## src/design/gbn_pkg.sv

```systemverilog
package gbn_pkg;

	localparam int QUEUE_COUNT_DEF = 7;
	localparam int QUEUE_DEPTH_DEF = 64;

	localparam logic [1:0] ACT_ENQ  = 2'd0;
	localparam logic [1:0] ACT_SEND = 2'd1;
	localparam logic [1:0] ACT_ACK  = 2'd2;

	localparam logic [1:0] STAT_OK    = 2'd0;
	localparam logic [1:0] STAT_EMPTY = 2'd1;
	localparam logic [1:0] STAT_FULL  = 2'd2;

	localparam logic [16:0] HDR_BYTES = 17'd4;
	localparam logic [3:0] WINDOW_RST = 4'd8;

	typedef struct packed {
		logic [15:0] handle;
		logic [15:0] len;
		logic [7:0]  ptype;
		logic [3:0]  seq;
	} entry_t;

	localparam int ENTRY_W = $bits(entry_t);

	typedef struct packed {
		logic [1:0]  status;
		logic [15:0] handle;
		logic [16:0] length;
		logic [7:0]  ptype;
		logic [3:0]  seq;
		logic        rewound;
		logic [6:0]  stored;
		logic [6:0]  unconf;
	} result_t;

endpackage

```

## src/design/gbn_step.sv

```systemverilog
module gbn_step
	import gbn_pkg::*;
#(
	parameter int QUEUE_DEPTH = QUEUE_DEPTH_DEF,
	localparam int SW = $clog2(QUEUE_DEPTH),
	localparam int CW = $clog2(QUEUE_DEPTH + 1)
) (
	input  logic [1:0]    action,
	input  logic [3:0]    ack_seq,
	input  logic [3:0]    window,
	input  logic          q_ok,
	input  logic [SW-1:0] head,
	input  logic [CW-1:0] cnt,
	input  logic [CW-1:0] unack,
	input  logic [4:0]    nseq,
	input  entry_t        ent,
	input  entry_t        new_ent,
	output logic [SW-1:0] head_n,
	output logic [CW-1:0] cnt_n,
	output logic [CW-1:0] unack_n,
	output logic [4:0]    nseq_n,
	output logic          wr_en,
	output entry_t        wr_ent,
	output result_t       res
);

	logic [3:0]    ack_gap;
	logic [CW-1:0] rel;
	logic [SW:0]   hsum;
	logic [4:0]    nseq_eff;
	logic [3:0]    os;

	always_comb begin
		head_n   = head;
		cnt_n    = cnt;
		unack_n  = unack;
		nseq_n   = nseq;
		wr_en    = 1'b0;
		wr_ent   = new_ent;
		res      = '0;
		ack_gap  = ack_seq - ent.seq;
		rel      = (CW'(ack_gap) > cnt) ? cnt : CW'(ack_gap);
		hsum     = (SW+1)'(head) + (SW+1)'(rel);
		nseq_eff = nseq;
		os       = nseq[3:0];
		if (!q_ok) begin
			res.status = STAT_EMPTY;
		end else begin
			case (action)
				ACT_ENQ: begin
					if (cnt == CW'(QUEUE_DEPTH)) begin
						res.status = STAT_FULL;
					end else begin
						wr_en = 1'b1;
						cnt_n = cnt + CW'(1);
					end
				end
				ACT_SEND: begin
					if (unack >= cnt) begin
						res.status = STAT_EMPTY;
					end else begin
						unack_n = unack + CW'(1);
						// window full: restart from the head, renumber from its seq
						if (unack >= CW'(window)) begin
							unack_n     = CW'(1);
							nseq_eff    = {1'b0, ent.seq};
							res.rewound = 1'b1;
						end
						// restart mark: resend keeps the stored number
						if (nseq_eff[4]) begin
							os = ent.seq;
						end else begin
							os         = nseq_eff[3:0];
							wr_en      = 1'b1;
							wr_ent     = ent;
							wr_ent.seq = os;
						end
						nseq_n     = {1'b0, os + 4'd1};
						res.handle = ent.handle;
						res.length = 17'(ent.len) + HDR_BYTES;
						res.ptype  = ent.ptype;
						res.seq    = os;
					end
				end
				ACT_ACK: begin
					if (cnt == '0) begin
						res.status = STAT_EMPTY;
					end else if (ent.seq != ack_seq) begin
						head_n  = (hsum >= (SW+1)'(QUEUE_DEPTH)) ?
							SW'(hsum - (SW+1)'(QUEUE_DEPTH)) : SW'(hsum);
						cnt_n   = cnt - rel;
						unack_n = (unack > rel) ? unack - rel : '0;
					end else begin
						unack_n = '0;
						nseq_n  = {1'b1, nseq[3:0]};
					end
				end
				default: begin
				end
			endcase
		end
		res.stored = q_ok ? 7'(cnt_n) : '0;
		res.unconf = q_ok ? 7'(unack_n) : '0;
	end

endmodule

```

## config.mk

```make
export PLATFORM = sky130hd
export DESIGN_NAME = gbn_step
export DESIGN_NICKNAME = d
export VERILOG_FILES = /design/src/design/gbn_pkg.sv /design/src/design/gbn_step.sv
export SDC_FILE = /design/constraint.sdc
export NUM_CORES = 1
export LEC_CHECK = 0
export ABC_AREA = 0
export BUFFER_PORTS_ARGS = -buffer_cell sky130_fd_sc_hd__buf_2
export CAP_MARGIN = 10
export CORE_ASPECT_RATIO = 0.8
export CORE_MARGIN = 3
export CORE_UTILIZATION = 40
export DETAILED_ROUTE_END_ITERATION = 6
export GPL_TIMING_DRIVEN = 0
export PLACE_DENSITY = 0.85
export SETUP_SLACK_MARGIN = 0.05
export SLEW_MARGIN = 30
export SYNTH_ARGS = -nofsm -noshare
export SYNTH_HDL_FRONTEND = slang
export SYNTH_SLANG_ARGS = --single-unit
```

## constraint.sdc

```tcl
create_clock -name vclk -period 6.01
set_input_delay 0.601 -clock vclk [all_inputs]
set_output_delay 0.601 -clock vclk [all_outputs]
set_load 0.05 [all_outputs]
```

* After elaboration in Yosys (flattened, before gate mapping) *
Cells that the tools add are included.

word-level totals
  bits in registers = 0
  latch bits = 0
  bits in writable memories = 0
  memory bits (read-only) = 0
  output and inout port bits = 132
  memories kept = 0

cells by class
  add/sub/neg operators = 9
  $mul = 0
  divide/modulo/power cells = 0
  order comparisons = 5
  equality and inequality tests = 4
  shift operators = 0
  multiplexer cells = 51
  bitwise logic cells = 0
  reduce and logical (&&, ||, !) cells = 2

operators by type and width
  cell                     count
  $mux W44                 4
  $mux W46                 3
  $mux W7                  13
  $mux W5                  8
  $mux W6                  5
  $pmux W7 S2              2
  $add A16 B3 Y17 const B  1
  $mux W4                  4
  $add A7 B1 Y7 const B    2
  $sub A7 B7 Y7            2
  $pmux W5 S2              1
  $add A6 B7 Y7            1
  $eq A7 B7 Y1 const B     1
  $ge A7 B4 Y1             1
  $ge A7 B7 Y1             1
  $ge A7 B7 Y1 const B     1
  $gt A4 B7 Y1             1
  $gt A7 B7 Y1             1
  $logic_not A7 Y1         1
  $mux W1                  7
  $pmux W2 S3              1
  $sub A6 B1 Y6 const B    1
  $add A4 B1 Y4 const B    1
  $mux W2                  2
  other kinds (6)          6

* Longest topological paths before layout *
Gate-level depths: netlist (run 1).

  depth in word-level cells = 13
  depth in mapped cells = 20
  depth with buffers taken out = 20

* Least setup slack after synthesis (run 1) *
No wires, ideal clock.

  kind = input to output
  start = input port ack_seq[0]
  end = output port cnt_n[4]
  arrival = 4,889 ps
  data required time = 5,409 ps
  setup slack = 520 ps
  stages on the path = 19
  path buffers = 0
  cell sequence = inv_1 ha_1 inv_1 fa_1 ha_1 nor2b_1 o21ai_0 nand2b_1 a21oi_1 nor2_1 mux2i_1 ha_1 fa_1 nor2b_1 o21a_1 nor3_1 nor2b_1 nor3_1 a211oi_1

on the way
  longest elaborated chain between the ends = 8

ends and longest elaborated chain
  item             line            RTL
  start, declared  gbn_step.sv:9   input logic [3:0] ack_seq,
  $sub A4 B4 Y4    gbn_step.sv:41  ack_gap = ack_seq - ent.seq;
  $gt A4 B7 Y1     gbn_step.sv:42  rel = (CW'(ack_gap) > cnt) ? cnt : CW'(ack_gap);
  $mux W7          gbn_step.sv:42
  $sub A7 B7 Y7    gbn_step.sv:91  cnt_n = cnt - rel;
  $mux W7 *        gbn_step.sv:88  end else if (ent.seq != ack_seq) begin
  $mux W7 *        gbn_step.sv:86  if (cnt == '0) begin
  $pmux W7 S2 *    gbn_step.sv:49  case (action)
  $mux W7 *        gbn_step.sv:46  if (!q_ok) begin
  end, declared    gbn_step.sv:19  output logic [CW-1:0] cnt_n,

Mark *: on every way between the ends. The rest lies on a longest branch, timed or not.

==> impl_metrics.py, run 1 <==
metrics = {
    "run_status": {
        "status": "finished clean",
    },
    "clocking": {
        "ctsResizeCount": 0,
        "holdBufCountCts": 0,
        "post_cts_buffers": 0,
    },
    "floorplan": {
        "die_w_um": 112,
        "start_util": 0.417,
        "fp.dieArea_mm2": 0.0101,
        "dieHeight_um": 90.7,
        "rows": 30,
        "ios": 256,
        "core_mm2": 0.00860,
    },
    "detailed_routing": {
        "antenna_left": 0,
        "first_pass_iters": 5,
        "drc_errors": 0,
        "vias": 4987,
        "vias_per_cell": 5.62,
        "routedWlPerCell_um": 18.9,
        "drt_iter0_drc": 563,
        "routed_wl_um": 16800,
    },
    "yosys": {
        "synthesis.area_mm2": 0.00359,
        "ys_top_cells_by_area": "ha_1, mux2_1, and2_1",
        "synth_most_common_cell": "nand2_1",
        "synthTopCellsByCount": "nand2_1, ha_1, mux2_1",
        "synth_top_area_share": 0.157,
        "synth_cell_type_count": 64,
        "postSynthCellCount": 516,
        "synth-seq-area-share": 0,
        "yosysWarnings": 0,
        "avgSynthCellArea_um2": 6.95,
        "yosysTopAreaCell": "ha_1",
    },
    "pwr": {
        "clkPwrFrac": 0,
        "power.internal_uw": 206,
        "seq_power_share": 0,
        "power_density_mw_per_mm2": 131,
        "combPwrFrac": 1.000,
        "p_sw_frac": 0.686,
        "switchingPower_uw": 450,
        "p_leak_nw": 2.65,
        "p_total_uw": 656,
        "vdd_drop_max_v": 0.0000980,
    },
    "worst_setup_path": {
        "crit_arrival_ns": 5.10,
        "start_kind": "input pin",
        "end_kind": "output port",
        "worstPathMaxFanout": 7,
        "criticalPathCategory": "in -> out",
        "cp.required_ns": 5.41,
    },
    "placed_design": {
        "place.port_buffers": 255,
        "place.gp.congestion": 0.969,
        "place_hpwl_um": 14400,
    },
    "layout": {
        "fill_cells": 870,
        "nets": 950,
        "multi_input_area_mm2": 0.00337,
        "clkbuf_count": 0,
        "antennaDiodeCount": 0,
        "final-seq-area_um2": 0,
        "syn2layout_area_growth_pct": 40.1,
        "drive_above_1_share": 0.369,
        "flops_and_latches": 0,
    },
    "global_route": {
        "grt_usage": 0.302,
        "grt_max_degree": 12,
        "grt_pass1_wl_um": 25100,
        "grt_antenna_before_repair": 1,
        "grt_pass1_vias": 4566,
        "grt_remaining_overflow": 0,
    },
    "sta": {
        "drv_slew": 0,
        "hold_viol": 0,
        "fin_crit_sh": 0.949,
        "min_period_ns": 5.70,
        "fmax_mhz": 175,
        "worstMarginPinSlew_ns": 0.622,
        "setup_violations": 0,
        "timing.slew.headroom": 0.583,
        "tns_ns": 0,
        "rsz0062_at_grt": "no",
    },
    "job": {
        "maxCapViolations": 0,
    },
    "worst_hold_path": {
        "hp-class": "in -> out",
    },
}
[critical path: stages]
cell and delay (ns):
buf_2 0.11, inv_1 0.13, ha_1 0.27, a21o_1 0.16, a21oi_1 0.17, xnor2_1 0.23, ha_1 0.32, nand4_1 0.10
nand4_1 0.12, nor2_2 0.41, mux2i_2 0.43, ha_1 0.24, inv_1 0.05, fa_1 0.40, a21oi_1 0.23, nor2b_1 0.07
nor2_1 0.11, xnor2_1 0.19, a32oi_1 0.15, o22ai_1 0.28, buf_2 0.32
[placed cells by master, fill, tap and decap left out, drive strengths merged, types with 6 or more instances in the layout]
| cell | instances |
|---|---|
| mux2 | 45 |
| o22ai | 8 |
| conb | 6 |
| clkbuf | 14 |
| and3 | 9 |
| nor2b | 11 |
| o21ai | 43 |
| o211ai | 6 |
| ha | 45 |
| a21o | 7 |
| nor2 | 37 |
| xor2 | 11 |
| inv | 30 |
| xnor2 | 14 |
| o21a | 6 |
| buf | 266 |
| nor3 | 11 |
| mux2i | 8 |
| nand2 | 47 |
| nand3 | 17 |
| and2 | 34 |
| a21oi | 37 |
[through the flow]
| step | worst slack [ns] | cells | util | hold slack (ns) | cell area [um^2] |
|---|---|---|---|---|---|
| after detailed placement | 0.158 | 887 | 0.584 | 1.54 | 5020 |
| after global routing | 0.0742 | 887 | 0.585 | 1.57 | 5020 |
| after global placement | 0.263 | 887 | 0.584 | 1.54 | 5020 |
| final | 0.306 | 887 | 0.585 | 1.55 | 5020 |
| after CTS | 0.164 | 887 | 0.584 | 1.54 | 5020 |
| after floorplan | 0.520 | 520 | - | 1.38 | 3600 |
[metal layers]
metal  track usage  vias up  wire [um]
met1         0.385     2272       6570
met3        0.0596       27       1720
li1              -     2383          -
met5             0        -         13
met2         0.534      303       8140
met4        0.0405        2        306
[layout make-up]
cell class	count	share of cell area
plain buffers	25	0.0251
inverters	30	0.0224
multi-input cells	465	0.671
well taps	112	0.0279
repair buffers	255	0.254
[power groups by stage]
stage,logic (mW),clock network (mW),registers [mW]
after floorplan,0.461,0,0
after global placement,0.637,0,0
after detailed placement,0.646,0,0
after CTS,0.649,0,0
after global routing,0.701,0,0
final,0.656,0,0
[cell families (layout without fill, tap and decap cells)]
group	count (synthesis)	count (layout)	synth area share
compound gates	141	141	0.255
xor+xnor	25	25	0.0610
fa+ha+maj	49	49	0.179
buf+inv	55	310	0.0666
mux	53	53	0.164
other cells	2	6	0.00209
simple gates	191	191	0.273
[final timing paths]
check | start | end | slack [ns] | cells after the start
worst max-delay path | ent[1] | res[4] | 0.31 | 21
worst min-delay path | head[5] | head_n[5] | 1.55 | 3
Note: power is estimated with default switching activity, not from simulation.
==> inputs of run 2 (changes only) <==
- RECOVER_POWER: unset -> 50
- REMOVE_ABC_BUFFERS: unset -> 1
==> run 2 against run 1 <==
- the run now ends with capacitance limit, slew limit left
- cell count fell by 2.4%
- sequential share of layout area did not move
- routed wire length fell by 4.5%
- hold slack better by 0.0071 ns
- fmax increased by 1.3%
- critical path depth unchanged
==> impl_metrics.py, run 2 (synthesized netlist as in run 1, its figures left out) <==
metrics = {
    "run_status": {
        "status": "complete, but fails checks",
        "violations": "capacitance limit, slew limit",
    },
    "floorplan": {
        "die_w_um": 112,
        "ios": 256,
        "dieHeight_um": 90.7,
        "core_mm2": 0.00860,
        "start_util": 0.417,
        "rows": 30,
        "fp.dieArea_mm2": 0.0101,
    },
    "sta": {
        "rsz0062_at_grt": "no",
        "drv_slew": 15,
        "tns_ns": 0,
        "setup_violations": 0,
        "fmax_mhz": 178,
        "min_period_ns": 5.63,
        "fin_crit_sh": 0.937,
        "fin_ws_ns": 0.378,
        "worstMarginPinSlew_ns": 1.76,
        "hold_viol": 0,
        "timing.slew.headroom": -0.184,
    },
    "layout": {
        "clkbuf_count": 0,
        "final_common_cell": "buf_2",
        "nets": 929,
        "antennaDiodeCount": 0,
        "final-seq-area_um2": 0,
        "fill_cells": 880,
        "final_cell_mix": "buf_2, clkbuf_1, nand2_1, ha_1, mux2_1",
        "flops_and_latches": 0,
        "final_area_mm2": 0.00485,
        "syn2layout_area_growth_pct": 35.2,
        "drive_above_1_share": 0.292,
    },
    "pwr": {
        "clkPwrFrac": 0,
        "p_leak_nw": 2.39,
        "power.internal_uw": 196,
        "seq_power_share": 0,
        "vdd_drop_max_v": 0.000109,
        "power_density_mw_per_mm2": 132,
        "switchingPower_uw": 443,
        "p_sw_frac": 0.693,
        "combPwrFrac": 1.000,
    },
    "detailed_routing": {
        "first_pass_iters": 6,
        "drc_errors": 0,
        "routed_wl_um": 16000,
        "vias_per_cell": 5.64,
        "vias": 4882,
        "drt_iter0_drc": 523,
        "antenna_left": 0,
        "routedWlPerCell_um": 18.5,
    },
    "global_route": {
        "grt_usage": 0.294,
        "grt_pass1_wl_um": 24600,
        "grt_max_degree": 26,
        "grt_remaining_overflow": 0,
        "grt_antenna_before_repair": 1,
        "grt_pass1_vias": 4473,
    },
    "job": {
        "maxCapViolations": 2,
    },
    "placed_design": {
        "placed_area_mm2": 0.00498,
        "place.gp.congestion": 0.991,
        "place_hpwl_um": 13700,
        "place.port_buffers": 256,
        "pre_cts_slack_ns": 0.269,
    },
    "worst_setup_path": {
        "crit_arrival_ns": 5.03,
        "cpLargestDelayFamily": "compound AO/OA/AOI/OAI gates",
        "cp.required_ns": 5.41,
        "critPathBufInv": 4,
        "crit_slowest_cell": "mux2i_1",
        "end_kind": "output port",
        "worstPathMaxFanout": 7,
        "crit_path_cell_trace": "buf_2 -> inv_1 -> ha_1 -> a21o_1 -> a21oi_1 -> xnor2_1 -> ha_1 -> nand4_1 -> nand4_1 -> nor2_2 -> mux2i_1 -> ha_1 -> inv_1 -> fa_1 -> a21oi_1 -> o211ai_1 -> a21oi_1 -> xnor2_1 -> a32o_1 -> a31o_1 -> buf_2",
        "cp-startpoint": "ent[1]",
        "start_kind": "input pin",
        "cpPeakStageDelay_ns": 0.49,
        "criticalPathCategory": "in -> out",
    },
    "worst_hold_path": {
        "hp-start": "head[5]",
        "hp-class": "in -> out",
    },
}
==> run 2: cell types whose count changed in the layout (fill, tap and decap cells not counted), moves of 3 or more <==
cell,delta
and2_1,-3
clkbuf_1,+44
and2_0,+3
buf_2,-59
buf_4,-5
==> run 2: path summary, 6_finish.rpt <==
check,end,depth (start not counted)
setup / recovery,res[6],21
hold / removal,head_n[5],3
==> run 2: repair_timing <==
action,CTS,global route
setup buffers,0,0
setup endpoints to repair,0,7
gates resized for setup,0,1
hold buffers,0,0
==> run 2: area by class of cell <==
cell class	instances	area (um^2)	area share
timing repair buffer	259	1220	0.252
multi-input combinational	465	3370	0.695
inverter	30	113	0.0232
tap	112	140	0.0289
==> run 2: per-layer routing <==
metal  global-route usage  part of all wire  vias up
met5                    0           0.00081        -
met4               0.0618             0.027        2
met3               0.0576              0.10       34
met2                0.496              0.46      292
met1                0.389              0.41     2210
li1                     -                 -     2344
==> run 2: power groups by stage <==
stage / Combinational (mW) / Sequential (mW) / Clock, mW
3_3_place_gp: 0.626 / 0 / 0
4_1_cts: 0.642 / 0 / 0
2_1_floorplan: 0.452 / 0 / 0
5_1_grt: 0.688 / 0 / 0
3_5_place_dp: 0.639 / 0 / 0
6_report: 0.638 / 0 / 0
==> run 2: per-stage QoR <==
step | cells | power, mW | util | hold WS (ns)
after floorplan | 495 | 0.452 | - | 1.38
after detailed placement | 866 | 0.639 | 0.580 | 1.55
after global routing | 866 | 0.688 | 0.564 | 1.56
after CTS | 866 | 0.642 | 0.580 | 1.55
after global placement | 863 | 0.626 | 0.570 | 1.55
final | 866 | 0.638 | 0.564 | 1.55
==> inputs of run 3 (changes only) <==
- PLACE_DENSITY: 0.85 -> 0.87
==> run 3 against run 2 <==
- combinational power about the same
- total power shrank 0.20%
- largest cell class unchanged
- global-route usage fell by 0.57 points
- count of clock-buffer cells in the layout stayed put
- die area is the same
- first-iteration DRC count is 21% lower
- critical path depth did not move
- fmax down 1.2%
- core utilization fell by 0.058 points
- largest power group unchanged
- non-clock buffer count unchanged
- cell count unchanged
- setup slack worse by 0.071 ns
- the flow still finishes with violations (capacitance limit, slew limit)
==> impl_metrics.py, run 3 (synthesized netlist as in run 1, its figures left out) <==
metrics = {
    "run_status": {
        "status": "complete, but fails checks",
        "violations": "capacitance limit, slew limit",
    },
    "sta": {
        "fin_crit_sh": 0.949,
        "drv_slew": 34,
        "min_period_ns": 5.70,
        "tns_ns": 0,
        "rsz0062_at_grt": "no",
        "hold_viol": 0,
        "worstMarginPinSlew_ns": 1.56,
        "timing.slew.headroom": -0.0382,
        "setup_violations": 0,
        "fmax_mhz": 175,
    },
    "worst_setup_path": {
        "crit_arrival_ns": 5.10,
        "cp.required_ns": 5.41,
        "end_kind": "output port",
        "worstPathMaxFanout": 7,
        "criticalPathCategory": "in -> out",
        "start_kind": "input pin",
    },
    "floorplan": {
        "fp.dieArea_mm2": 0.0101,
        "start_util": 0.417,
        "dieHeight_um": 90.7,
        "ios": 256,
        "die_w_um": 112,
        "core_mm2": 0.00860,
        "rows": 30,
    },
    "layout": {
        "antennaDiodeCount": 0,
        "flops_and_latches": 0,
        "nets": 929,
        "final_common_cell": "buf_2",
        "clkbuf_count": 0,
        "fin_util": 0.563,
        "drive_above_1_share": 0.290,
        "fill_cells": 845,
        "syn2layout_area_growth_pct": 35.0,
        "multi_input_area_mm2": 0.00337,
        "final_cell_mix": "buf_2, clkbuf_1, nand2_1, ha_1, mux2_1",
        "final-seq-area_um2": 0,
    },
    "clocking": {
        "holdBufCountCts": 0,
        "post_cts_buffers": 0,
        "ctsResizeCount": 0,
    },
    "detailed_routing": {
        "drt_iter0_drc": 413,
        "drc_errors": 0,
        "antenna_left": 0,
        "vias": 4844,
        "routed_wl_um": 15900,
        "routedWlPerCell_um": 18.4,
        "first_pass_iters": 5,
        "vias_per_cell": 5.59,
    },
    "global_route": {
        "grt_max_degree": 26,
        "grt_pass1_wl_um": 24100,
        "grt_usage": 0.289,
        "grt_remaining_overflow": 0,
        "grt_pass1_vias": 4281,
        "globalRouteMet3Util": 0.0784,
        "grt_antenna_before_repair": 2,
        "grt-busiest-layer": "met2",
        "grt_util_met2": 0.469,
        "met1_usage": 0.377,
    },
    "worst_hold_path": {
        "hp-class": "in -> out",
    },
    "job": {
        "maxCapViolations": 2,
    },
    "pwr": {
        "p_leak_nw": 2.40,
        "power_density_mw_per_mm2": 131,
        "vdd_drop_max_v": 0.0000862,
    },
    "placed_design": {
        "place.gp.congestion": 0.926,
        "place.port_buffers": 256,
        "place_hpwl_um": 13600,
    },
}
## run 3: cell types whose count changed in the layout (fill, tap and decap cells not counted), sizes merged
cell    change
clkbuf      -1
buf         +1
## run 3: final timing paths
check,from,to,slack [ns],cells after the start
hold / removal,head[5],head_n[5],1.55,3
setup / recovery,ent[1],res[6],0.31,21
## run 3: through the flow
stage | hold slack (ns) | setup WS (ns) | area, um^2 | total power [mW] | instances
2_1_floorplan | 1.38 | 0.520 | 3480 | 0.452 | 495
3_3_place_gp | 1.55 | -0.0342 | 4900 | 0.626 | 863
3_5_place_dp | 1.55 | 0.321 | 4980 | 0.638 | 866
4_1_cts | 1.55 | 0.311 | 4980 | 0.641 | 866
5_1_grt | 1.56 | 0.0628 | 4840 | 0.682 | 866
6_report | 1.55 | 0.308 | 4840 | 0.637 | 866
## run 3: worst max-delay path, stage by stage
cell and delay [ns]:
buf_2 0.11, inv_1 0.13, ha_1 0.26, a21o_1 0.16
a21oi_1 0.16, xnor2_1 0.19, ha_1 0.30, nand4_1 0.11
nand4_1 0.10, nor2_1 0.51, mux2i_1 0.52, ha_1 0.26
inv_1 0.06, fa_1 0.41, a21oi_1 0.21, o211ai_1 0.13
a21oi_1 0.18, xnor2_1 0.09, a32o_1 0.22, a31o_1 0.18
buf_2 0.20
## run 3: cell type report
class | count | share of cell area
multi-input cells | 465 | 0.695
repair buffers | 259 | 0.253
inverters | 30 | 0.0232
well taps | 112 | 0.0289
## run 3: power by group
part	leakage (nW)	total (mW)	internal, mW	switching, mW
clock	0	0	0	0
combinational	2.40	0.637	0.196	0.441
sequential	0	0	0	0
## run 3: layer usage
layer | up-vias | share of wire
li1 | 2346 | -
met1 | 2191 | 0.40
met2 | 278 | 0.46
met3 | 25 | 0.11
met4 | 4 | 0.030
met5 | - | 0.0013
